$ cat config.mk
export PLATFORM = sky130hd
export DESIGN_NAME = yaml_scalar_classifier
export DESIGN_NICKNAME = d
export VERILOG_FILES = /design/src/rtl/ysc_pkg.sv /design/src/rtl/ysc_parser.sv /design/src/rtl/ysc_res_queue.sv /design/src/rtl/yaml_scalar_classifier.sv
export SDC_FILE = /design/constraint.sdc
export NUM_CORES = 1
export LEC_CHECK = 0
export BUFFER_PORTS_ARGS = -buffer_cell sky130_fd_sc_hd__buf_2
export CAP_MARGIN = 20
export CORE_MARGIN = 3
export CORE_UTILIZATION = 50
export DETAILED_ROUTE_END_ITERATION = 10
export PLACE_DENSITY = 0.77
export SLEW_MARGIN = 20
export SYNTH_ARGS = -nofsm -noshare
export SYNTH_HDL_FRONTEND = slang
export SYNTH_SLANG_ARGS = --single-unit
$ cat constraint.sdc
create_clock -name i_clk -period 2.85 [get_ports i_clk]
set_input_delay 0.4275 -clock i_clk [delete_from_list [all_inputs] [get_ports i_clk]]
set_output_delay 0.4275 -clock i_clk [all_outputs]
set_load 0.005 [all_outputs]
$ cat src/rtl/ysc_pkg.sv
// Package: item types, character constants, parse phases and keyword tables.
package ysc_pkg;

    localparam int RES_DEPTH = 2;
    localparam int RES_PTR_W = $clog2(RES_DEPTH);
    localparam int RES_CNT_W = $clog2(RES_DEPTH + 1);

    typedef struct packed {
        logic [7:0] char_code;
        logic       last_char;
        logic       empty_scalar;
    } t_in_item;

    typedef enum logic [2:0] {
        CLS_STRING = 3'd0,
        CLS_NULL   = 3'd1,
        CLS_BOOL   = 3'd2,
        CLS_INT    = 3'd3,
        CLS_FLOAT  = 3'd4
    } t_class;

    typedef struct packed {
        logic [2:0] scalar_class;
        logic       bool_value;
    } t_res_item;

    typedef struct packed {
        logic      valid;
        t_res_item data;
    } t_res_wr;

    typedef enum logic [1:0] {
        KW_NONE  = 2'd0,
        KW_NULL  = 2'd1,
        KW_TRUE  = 2'd2,
        KW_FALSE = 2'd3
    } t_kw;

    typedef enum logic [9:0] {
        PH_START    = 10'b00_0000_0001,
        PH_KEYWORD  = 10'b00_0000_0010,
        PH_MINUS    = 10'b00_0000_0100,
        PH_ZERO     = 10'b00_0000_1000,
        PH_INT      = 10'b00_0001_0000,
        PH_FRAC     = 10'b00_0010_0000,
        PH_EXP_MARK = 10'b00_0100_0000,
        PH_EXP_SIGN = 10'b00_1000_0000,
        PH_EXP_DIG  = 10'b01_0000_0000,
        PH_TEXT     = 10'b10_0000_0000
    } t_phase;

    localparam logic [7:0] CH_0     = 8'h30;
    localparam logic [7:0] CH_9     = 8'h39;
    localparam logic [7:0] CH_DOT   = 8'h2E;
    localparam logic [7:0] CH_PLUS  = 8'h2B;
    localparam logic [7:0] CH_MINUS = 8'h2D;
    localparam logic [7:0] CH_E_LO  = 8'h65;
    localparam logic [7:0] CH_E_UP  = 8'h45;
    localparam logic [7:0] CH_N     = 8'h6E;
    localparam logic [7:0] CH_T     = 8'h74;
    localparam logic [7:0] CH_F     = 8'h66;

    function automatic logic [2:0] kw_len(input t_kw ch);
        logic [2:0] len;
        case (ch)
            KW_NULL:  len = 3'd4;
            KW_TRUE:  len = 3'd4;
            KW_FALSE: len = 3'd5;
            default:  len = 3'd0;
        endcase
        return len;
    endfunction

    function automatic logic [7:0] kw_char(input t_kw ch, input logic [2:0] pos);
        logic [7:0] c;
        c = 8'h00;
        case (ch)
            KW_NULL: begin
                case (pos)
                    3'd0:    c = 8'h6E;
                    3'd1:    c = 8'h75;
                    3'd2:    c = 8'h6C;
                    3'd3:    c = 8'h6C;
                    default: c = 8'h00;
                endcase
            end
            KW_TRUE: begin
                case (pos)
                    3'd0:    c = 8'h74;
                    3'd1:    c = 8'h72;
                    3'd2:    c = 8'h75;
                    3'd3:    c = 8'h65;
                    default: c = 8'h00;
                endcase
            end
            KW_FALSE: begin
                case (pos)
                    3'd0:    c = 8'h66;
                    3'd1:    c = 8'h61;
                    3'd2:    c = 8'h6C;
                    3'd3:    c = 8'h73;
                    3'd4:    c = 8'h65;
                    default: c = 8'h00;
                endcase
            end
            default: c = 8'h00;
        endcase
        return c;
    endfunction

endpackage

$ cat src/rtl/ysc_parser.sv
// Front end: takes scalar bytes, runs the parse state machine, emits a class per scalar.
module ysc_parser (
    input  logic              i_clk,
    input  logic              i_rst_n,
    input  logic              i_push,
    input  ysc_pkg::t_in_item i_item,
    input  logic              i_full,
    output ysc_pkg::t_res_wr  o_wr
);

    ysc_pkg::t_phase r_phase, n_phase;
    logic [2:0]      r_pos, n_pos;
    ysc_pkg::t_kw    r_choice, n_choice;
    logic            w_acc;
    logic            w_done;
    logic            w_dig;
    logic            w_exp;
    logic [7:0]      w_c;
    ysc_pkg::t_class w_cls;
    logic            w_bool;

    assign w_c    = i_item.char_code;
    assign w_acc  = i_push && !i_full;
    assign w_done = i_item.last_char || i_item.empty_scalar;
    assign w_dig  = (w_c >= ysc_pkg::CH_0) && (w_c <= ysc_pkg::CH_9);
    assign w_exp  = (w_c == ysc_pkg::CH_E_LO) || (w_c == ysc_pkg::CH_E_UP);

    always_comb begin
        n_phase  = ysc_pkg::PH_TEXT;
        n_pos    = r_pos;
        n_choice = r_choice;
        unique case (r_phase) inside
            ysc_pkg::PH_START: begin
                if (w_c == ysc_pkg::CH_N) begin
                    n_choice = ysc_pkg::KW_NULL;
                    n_pos    = 3'd1;
                    n_phase  = ysc_pkg::PH_KEYWORD;
                end else if (w_c == ysc_pkg::CH_T) begin
                    n_choice = ysc_pkg::KW_TRUE;
                    n_pos    = 3'd1;
                    n_phase  = ysc_pkg::PH_KEYWORD;
                end else if (w_c == ysc_pkg::CH_F) begin
                    n_choice = ysc_pkg::KW_FALSE;
                    n_pos    = 3'd1;
                    n_phase  = ysc_pkg::PH_KEYWORD;
                end else if (w_c == ysc_pkg::CH_MINUS) begin
                    n_phase = ysc_pkg::PH_MINUS;
                end else if (w_c == ysc_pkg::CH_0) begin
                    n_phase = ysc_pkg::PH_ZERO;
                end else if (w_dig) begin
                    n_phase = ysc_pkg::PH_INT;
                end
            end
            ysc_pkg::PH_KEYWORD: begin
                if (r_choice != ysc_pkg::KW_NONE && r_pos < ysc_pkg::kw_len(r_choice)
                        && ysc_pkg::kw_char(r_choice, r_pos) == w_c) begin
                    n_pos   = r_pos + 3'd1;
                    n_phase = ysc_pkg::PH_KEYWORD;
                end
            end
            ysc_pkg::PH_MINUS: begin
                if (w_c == ysc_pkg::CH_0)
                    n_phase = ysc_pkg::PH_ZERO;
                else if (w_dig)
                    n_phase = ysc_pkg::PH_INT;
            end
            ysc_pkg::PH_ZERO: begin
                if (w_c == ysc_pkg::CH_DOT)
                    n_phase = ysc_pkg::PH_FRAC;
                else if (w_exp)
                    n_phase = ysc_pkg::PH_EXP_MARK;
            end
            ysc_pkg::PH_INT: begin
                if (w_dig)
                    n_phase = ysc_pkg::PH_INT;
                else if (w_c == ysc_pkg::CH_DOT)
                    n_phase = ysc_pkg::PH_FRAC;
                else if (w_exp)
                    n_phase = ysc_pkg::PH_EXP_MARK;
            end
            ysc_pkg::PH_FRAC: begin
                if (w_dig)
                    n_phase = ysc_pkg::PH_FRAC;
                else if (w_exp)
                    n_phase = ysc_pkg::PH_EXP_MARK;
            end
            ysc_pkg::PH_EXP_MARK: begin
                if (w_c == ysc_pkg::CH_PLUS || w_c == ysc_pkg::CH_MINUS)
                    n_phase = ysc_pkg::PH_EXP_SIGN;
                else if (w_dig)
                    n_phase = ysc_pkg::PH_EXP_DIG;
            end
            ysc_pkg::PH_EXP_SIGN, ysc_pkg::PH_EXP_DIG: begin
                if (w_dig)
                    n_phase = ysc_pkg::PH_EXP_DIG;
            end
            default: n_phase = ysc_pkg::PH_TEXT;
        endcase
    end

    // class of the scalar if this byte is its last
    always_comb begin
        w_cls  = ysc_pkg::CLS_STRING;
        w_bool = 1'b0;
        unique case (n_phase) inside
            ysc_pkg::PH_KEYWORD: begin
                if (n_choice != ysc_pkg::KW_NONE && n_pos == ysc_pkg::kw_len(n_choice)) begin
                    if (n_choice == ysc_pkg::KW_NULL) begin
                        w_cls = ysc_pkg::CLS_NULL;
                    end else begin
                        w_cls  = ysc_pkg::CLS_BOOL;
                        w_bool = (n_choice == ysc_pkg::KW_TRUE);
                    end
                end
            end
            ysc_pkg::PH_ZERO, ysc_pkg::PH_INT:     w_cls = ysc_pkg::CLS_INT;
            ysc_pkg::PH_FRAC, ysc_pkg::PH_EXP_DIG: w_cls = ysc_pkg::CLS_FLOAT;
            default:                               w_cls = ysc_pkg::CLS_STRING;
        endcase
    end

    always_comb begin
        o_wr.valid = w_acc && w_done;
        if (i_item.empty_scalar) begin
            o_wr.data.scalar_class = ysc_pkg::CLS_STRING;
            o_wr.data.bool_value   = 1'b0;
        end else begin
            o_wr.data.scalar_class = w_cls;
            o_wr.data.bool_value   = w_bool;
        end
    end

    always_ff @(posedge i_clk) begin
        if (!i_rst_n) begin
            r_phase  <= ysc_pkg::PH_START;
            r_pos    <= 3'd0;
            r_choice <= ysc_pkg::KW_NONE;
        end else if (w_acc) begin
            if (w_done) begin
                r_phase  <= ysc_pkg::PH_START;
                r_pos    <= 3'd0;
                r_choice <= ysc_pkg::KW_NONE;
            end else begin
                r_phase  <= n_phase;
                r_pos    <= n_pos;
                r_choice <= n_choice;
            end
        end
    end

endmodule

$ cat src/rtl/ysc_res_queue.sv
// Back end: short result queue between the parser and the result port.
module ysc_res_queue (
    input  logic               i_clk,
    input  logic               i_rst_n,
    input  ysc_pkg::t_res_wr   i_wr,
    input  logic               i_pop,
    output logic               o_full,
    output logic               o_empty,
    output ysc_pkg::t_res_item o_res
);

    ysc_pkg::t_res_item                r_mem [ysc_pkg::RES_DEPTH];
    logic [ysc_pkg::RES_PTR_W-1:0]     r_wr_ptr;
    logic [ysc_pkg::RES_PTR_W-1:0]     r_rd_ptr;
    logic [ysc_pkg::RES_CNT_W-1:0]     r_count;
    logic                              w_rd;

    assign o_full  = (r_count == ysc_pkg::RES_CNT_W'(ysc_pkg::RES_DEPTH));
    assign o_empty = (r_count == '0);
    assign o_res   = r_mem[r_rd_ptr];
    assign w_rd    = i_pop && !o_empty;

    always_ff @(posedge i_clk) begin
        if (i_wr.valid)
            r_mem[r_wr_ptr] <= i_wr.data;
    end

    always_ff @(posedge i_clk) begin
        if (!i_rst_n) begin
            r_wr_ptr <= '0;
            r_rd_ptr <= '0;
            r_count  <= '0;
        end else begin
            if (i_wr.valid)
                r_wr_ptr <= r_wr_ptr + ysc_pkg::RES_PTR_W'(1);
            if (w_rd)
                r_rd_ptr <= r_rd_ptr + ysc_pkg::RES_PTR_W'(1);
            case ({i_wr.valid, w_rd})
                2'b10:   r_count <= r_count + ysc_pkg::RES_CNT_W'(1);
                2'b01:   r_count <= r_count - ysc_pkg::RES_CNT_W'(1);
                default: r_count <= r_count;
            endcase
        end
    end

endmodule

$ cat src/rtl/yaml_scalar_classifier.sv
// Top level: plain-scalar classifier with byte input queue port and result queue port.
//
// Input side: present one byte (or a lone empty-scalar item) on i_item with push high;
// the transfer happens on a rising edge with full low. Bytes of one scalar arrive in
// order, the final one marked by last_char.
// Result side: while empty is low the oldest class is on o_res; pulling pop high
// completes the transfer on that edge.
// Throughput: one byte per cycle while full is low, from the parse state machine.
// Latency: a result enters the result queue the cycle after its final byte is taken.
// Two results can wait in the result queue; full rises only while both slots are
// occupied, so a stalled receiver holds back input after two finished scalars.
// Reset (synchronous, active low) returns the parser to the start of a scalar and
// empties the result queue; any partial scalar is dropped.
module yaml_scalar_classifier (
    input  logic               i_clk,
    input  logic               i_rst_n,
    input  logic               push,
    output logic               full,
    input  ysc_pkg::t_in_item  i_item,
    output logic               empty,
    input  logic               pop,
    output ysc_pkg::t_res_item o_res
);

    ysc_pkg::t_res_wr w_wr;

    ysc_parser u_parser (
        .i_clk   (i_clk),
        .i_rst_n (i_rst_n),
        .i_push  (push),
        .i_item  (i_item),
        .i_full  (full),
        .o_wr    (w_wr)
    );

    ysc_res_queue u_res_queue (
        .i_clk   (i_clk),
        .i_rst_n (i_rst_n),
        .i_wr    (w_wr),
        .i_pop   (pop),
        .o_full  (full),
        .o_empty (empty),
        .o_res   (o_res)
    );

`ifndef SYNTH
    a_done_gives_result: assert property (@(posedge i_clk) disable iff (!i_rst_n)
        push && !full && (i_item.last_char || i_item.empty_scalar) |=> !empty)
        else $error("finished scalar did not reach the result queue");

    a_full_not_empty: assert property (@(posedge i_clk) disable iff (!i_rst_n)
        full |-> !empty)
        else $error("queue full and empty together");

    a_bool_only_for_bool: assert property (@(posedge i_clk) disable iff (!i_rst_n)
        !empty && o_res.bool_value |-> o_res.scalar_class == ysc_pkg::CLS_BOOL)
        else $error("bool value set on a non-bool class");

    a_byte_no_result: assert property (@(posedge i_clk) disable iff (!i_rst_n)
        empty && !(push && !full && (i_item.last_char || i_item.empty_scalar)) |=> empty)
        else $error("result appeared without a finished scalar");
`endif

endmodule

==> impl_metrics.sql <==
INSERT INTO impl_metrics (metric_group, metric, value, unit) VALUES
('status', 'status', 'finished, final reports clean', ''),
('cts', 'cts_tree', 'done', ''),
('global_route', 'grt_util_all_layers', '0.204', ''),
('cts', 'clkTransAtPathRegs', '0.10', 'ns'),
('yosys', 'gate_count_of_the_mapped_netlist', '273', ''),
('finish', 'layout-area-overhead-vs-synth', '17.0', '%'),
('sta', 'period_share', '0.974', ''),
('sta', 'timing.final.crit_period', '2.78', 'ns'),
('cts', 'ctsHtreeMaxLevel', '1', ''),
('yosys', 'number_of_synthesis_warnings', '0', ''),
('floorplanning', 'design.portCount', '20', ''),
('critical_path', 'critical_path_class', 'reg -> reg', ''),
('yosys', 'synth.ff_latch_count', '28', ''),
('sta', 'worst-slew-pin-transition', '0.721', 'ns'),
('drt', 'remaining_drc_errors', '0', ''),
('sta', 'timing_hold_violations_final', '0', ''),
('global_route', 'grt_pass1_vias', '1945', ''),
('critical_path', 'worst_setup_path_start_kind', 'flip-flop', ''),
('sta', 'slew-limit-headroom', '0.515', ''),
('place', 'port-buffer-count', '19', ''),
('cts', 'worstSkewPairLatency', '0.28', 'ns'),
('finish', 'num_antenna_cells', '0', ''),
('yosys', 'edff_count_synth', '8', ''),
('floorplanning', 'std_cell_rows', '23', ''),
('floorplanning', 'chipWidth', '73.1', 'um'),
('cts', 'cts.sinks', '28', ''),
('critical_path', 'critical_path_fanouts_max', '8', ''),
('yosys', 'postSynthAreaPerCell', '8.24', 'um2'),
('cts', 'cts_buffer_depth', '2', ''),
('yosys', 'syn-num-nets', '294', ''),
('floorplanning', 'start_util', '0.539', ''),
('drt', 'ant_nets', '0', ''),
('sta', 'maxSlewViolCount', '0', ''),
('critical_path', 'worstPathArrival', '2.95', 'ns'),
('yosys', 'netlist.area_leader.share', '0.178', ''),
('place', 'gpl.final_weighted_congestion', '0.858', ''),
('critical_path', 'cp.required', '3.03', 'ns'),
('yosys', 'yosysSeqAreaShare', '0.285', ''),
('sta', 'hold_slack', '0.491', 'ns'),
('critical_path', 'end_kind', 'flip-flop', ''),
('sta', 'worst_clock_skew', '0.00421', 'ns'),
('yosys', 'synthFlopType', 'dfxtp_1', ''),
('place', 'hpwlAfterDp', '4000', 'um'),
('global_route', 'global_route_wire_length_before_repair', '8700', 'um'),
('pwr', 'powerDensity', '421', 'nW/um2'),
('run', 'cap_viol_max_count', '0', ''),
('drt', 'routed_via_density', '6.00', ''),
('floorplanning', 'core_area', '4170', 'um2'),
('yosys', 'synth_area', '2250', 'um2'),
('yosys', 'synth_most_common_cell', 'nand2_1', ''),
('drt', 'route.detailed.wl_per_inst', '15.1', 'um'),
('yosys', 'synth.cells.most_frequent', '23 x nand2_1, 20 x dfxtp_1, 19 x nor2_1, 14 x nor2b_1, 12 x a21oi_1', ''),
('global_route', 'grt_max_degree', '22', ''),
('finish', 'layout.nets', '326', ''),
('floorplanning', 'die_area', '5340', 'um2'),
('drt', 'vias', '2125', ''),
('floorplanning', 'die_h', '73.1', 'um'),
('global_route', 'total_congestion_overflow_after_global_routing', '0', ''),
('drt', 'drt-initial-drc-count', '119', ''),
('sta', 'count_of_endpoints_failing_setup_in_the_final_report', '0', ''),
('yosys', 'synthDistinctLibCells', '64', ''),
('global_route', 'grt_antenna_before_repair', '0', ''),
('finish', 'finalCoreUtilization', '0.630', ''),
('cts', 'number_of_buffers_inserted_during_clock_tree_synthesis', '3', ''),
('yosys', 'yosys.area.top_type', 'dfxtp_1', ''),
('drt', 'postRouteWirelength', '5340', 'um'),
('pwr', 'cellLeakagePower', '0.994', 'nW'),
('sta', 'max_freq', '360', 'MHz'),
('yosys', 'synthArstFlopShare', '0', ''),
('pwr', 'max-vdd-ir-drop', '0.389', 'mV'),
('finish', 'proportion_of_layout_cells_with_a_drive_suffix_above_1', '0.230', ''),
('cts', 'postCtsHoldBufs', '0', ''),
('drt', 'drt_pass1_iterations', '4', ''),
('hold_path', 'worstHoldPathType', 'in -> reg', ''),
('yosys', 'synthTopCellsByArea', 'dfxtp_1 18%, edfxtp_1 11%, ha_1 3.9%, nor2b_1 3.9%, nand2_1 3.8%', ''),
('cts', 'cts.root.buffer_cell', 'clkbuf_8', '');
==> path summary, 6_finish.rpt <==
kind / to / slack (ns) / cells past startpoint / startpoint
min: u_parser.r_phase[0]$_SDFFE_PN1P_ / 0.49 / 2 / i_rst_n
min reg2reg: u_parser.r_phase[4]$_SDFFE_PN0P_ / 0.52 / 2 / u_parser.r_phase[4]$_SDFFE_PN0P_
max: u_parser.r_pos[1]$_SDFFE_PN0P_ / 0.07 / 10 / u_parser.r_pos[0]$_SDFFE_PN0P_
max reg2reg: u_parser.r_pos[1]$_SDFFE_PN0P_ / 0.07 / 10 / u_parser.r_pos[0]$_SDFFE_PN0P_
==> final cells by class <==
| class | instances | area (um2) |
|---|---|---|
| clock buffer | 3 | 41.3 |
| clock inverter | 1 | 30.0 |
| fill | 355 | 1540 |
| inverter | 13 | 48.8 |
| multi-input combinational | 220 | 1550 |
| sequential | 28 | 648 |
| tap | 50 | 62.6 |
| timing repair buffer | 39 | 245 |
==> kinds of logic (layout without fill, tap and decap cells) <==
logic type                 count (synthesis)  count (layout)  share of synthesized area
muxes                                      8               8                     0.0384
DFF                                       28              28                      0.285
and+or+nand+nor                          123             123                      0.316
xor gates and xnor gates                   9               9                     0.0351
adders and majority gates                  7               7                     0.0390
buffers and inverters                     25              56                     0.0429
AOI/OAI and AO/OA                         73              73                      0.244
==> worst max-delay path, cell delays in order, from the launching register on <==
cell	delay, ns
dfxtp_4	0.38
ha_4	0.17
ha_2	0.17
or4_4	0.54
and4_4	0.19
o21a_1	0.19
a2111oi_4	0.20
o211a_4	0.22
nand3_4	0.11
a32o_2	0.29
a22o_1	0.22
==> cell usage in the layout (no fill, tap or decap), types with 3 or more instances in the layout <==
| master | n |
|---|---|
| ha_2 | 3 |
| ha_1 | 3 |
| or2_2 | 3 |
| or3_1 | 4 |
| nor3_1 | 9 |
| nor4_1 | 4 |
| inv_1 | 11 |
| a21o_1 | 6 |
| or4_1 | 3 |
| a21oi_1 | 12 |
| nand2b_1 | 7 |
| o41ai_1 | 4 |
| a2bb2oi_1 | 3 |
| dfxtp_1 | 18 |
| buf_4 | 20 |
| buf_2 | 19 |
| and2_1 | 8 |
| nand2_1 | 23 |
| nand3_1 | 7 |
| mux2_2 | 5 |
| nor2_1 | 19 |
| nor2b_1 | 14 |
| edfxtp_1 | 8 |
| o21ai_0 | 8 |
| clkbuf_8 | 3 |
| nand3b_1 | 3 |
| xnor2_1 | 7 |
| o211ai_1 | 3 |
| a22oi_1 | 3 |
| o21a_1 | 3 |
| a211oi_1 | 3 |
| mux2i_1 | 3 |
==> per-stage QoR <==
step / instances / total power [mW] / setup TNS [ns] / area, um2 / worst slack (ns)
5_1_grt: 354 / 1.17 / -0.00589 / 2630 / -0.00589
3_3_place_gp: 348 / 0.791 / 0 / 2490 / 0.0460
6_report: 354 / 1.11 / 0 / 2630 / 0.0750
4_1_cts: 352 / 1.11 / 0 / 2570 / 0.00603
2_1_floorplan: 273 / 0.697 / 0 / 2250 / 0.0493
3_5_place_dp: 348 / 0.798 / -0.0316 / 2490 / -0.0158
==> power breakdown <==
part	internal (mW)	leakage [nW]	switching [mW]
sequential	0.448	0.239	0.0277
combinational	0.152	0.719	0.164
clock	0.188	0.0357	0.127
total	0.789	0.994	0.319
==> repair_timing <==
item,CTS,global route
pin swaps,1,1
resized for setup,1,14
endpoints found under the setup margin,3,8
setup buffers,0,2
==> per-layer routing <==
metal	global-route usage	vias up	part of all wire
met5	0	-	0
met2	0.330	61	0.47
met3	0.0262	13	0.042
li1	-	1079	-
met4	0.0840	0	0.022
met1	0.274	972	0.46
==> sequential cells by signal, indices dropped and copies added, names as in the netlist, named ones only <==
signal and count:
u_res_queue.r_mem 8, u_parser.r_choice 2, u_res_queue.r_count 2, u_parser.r_pos 3
u_res_queue.r_wr_ptr 1, u_parser.r_phase 10, u_res_queue.r_rd_ptr 1
Note: power is estimated with default switching activity, not from simulation.
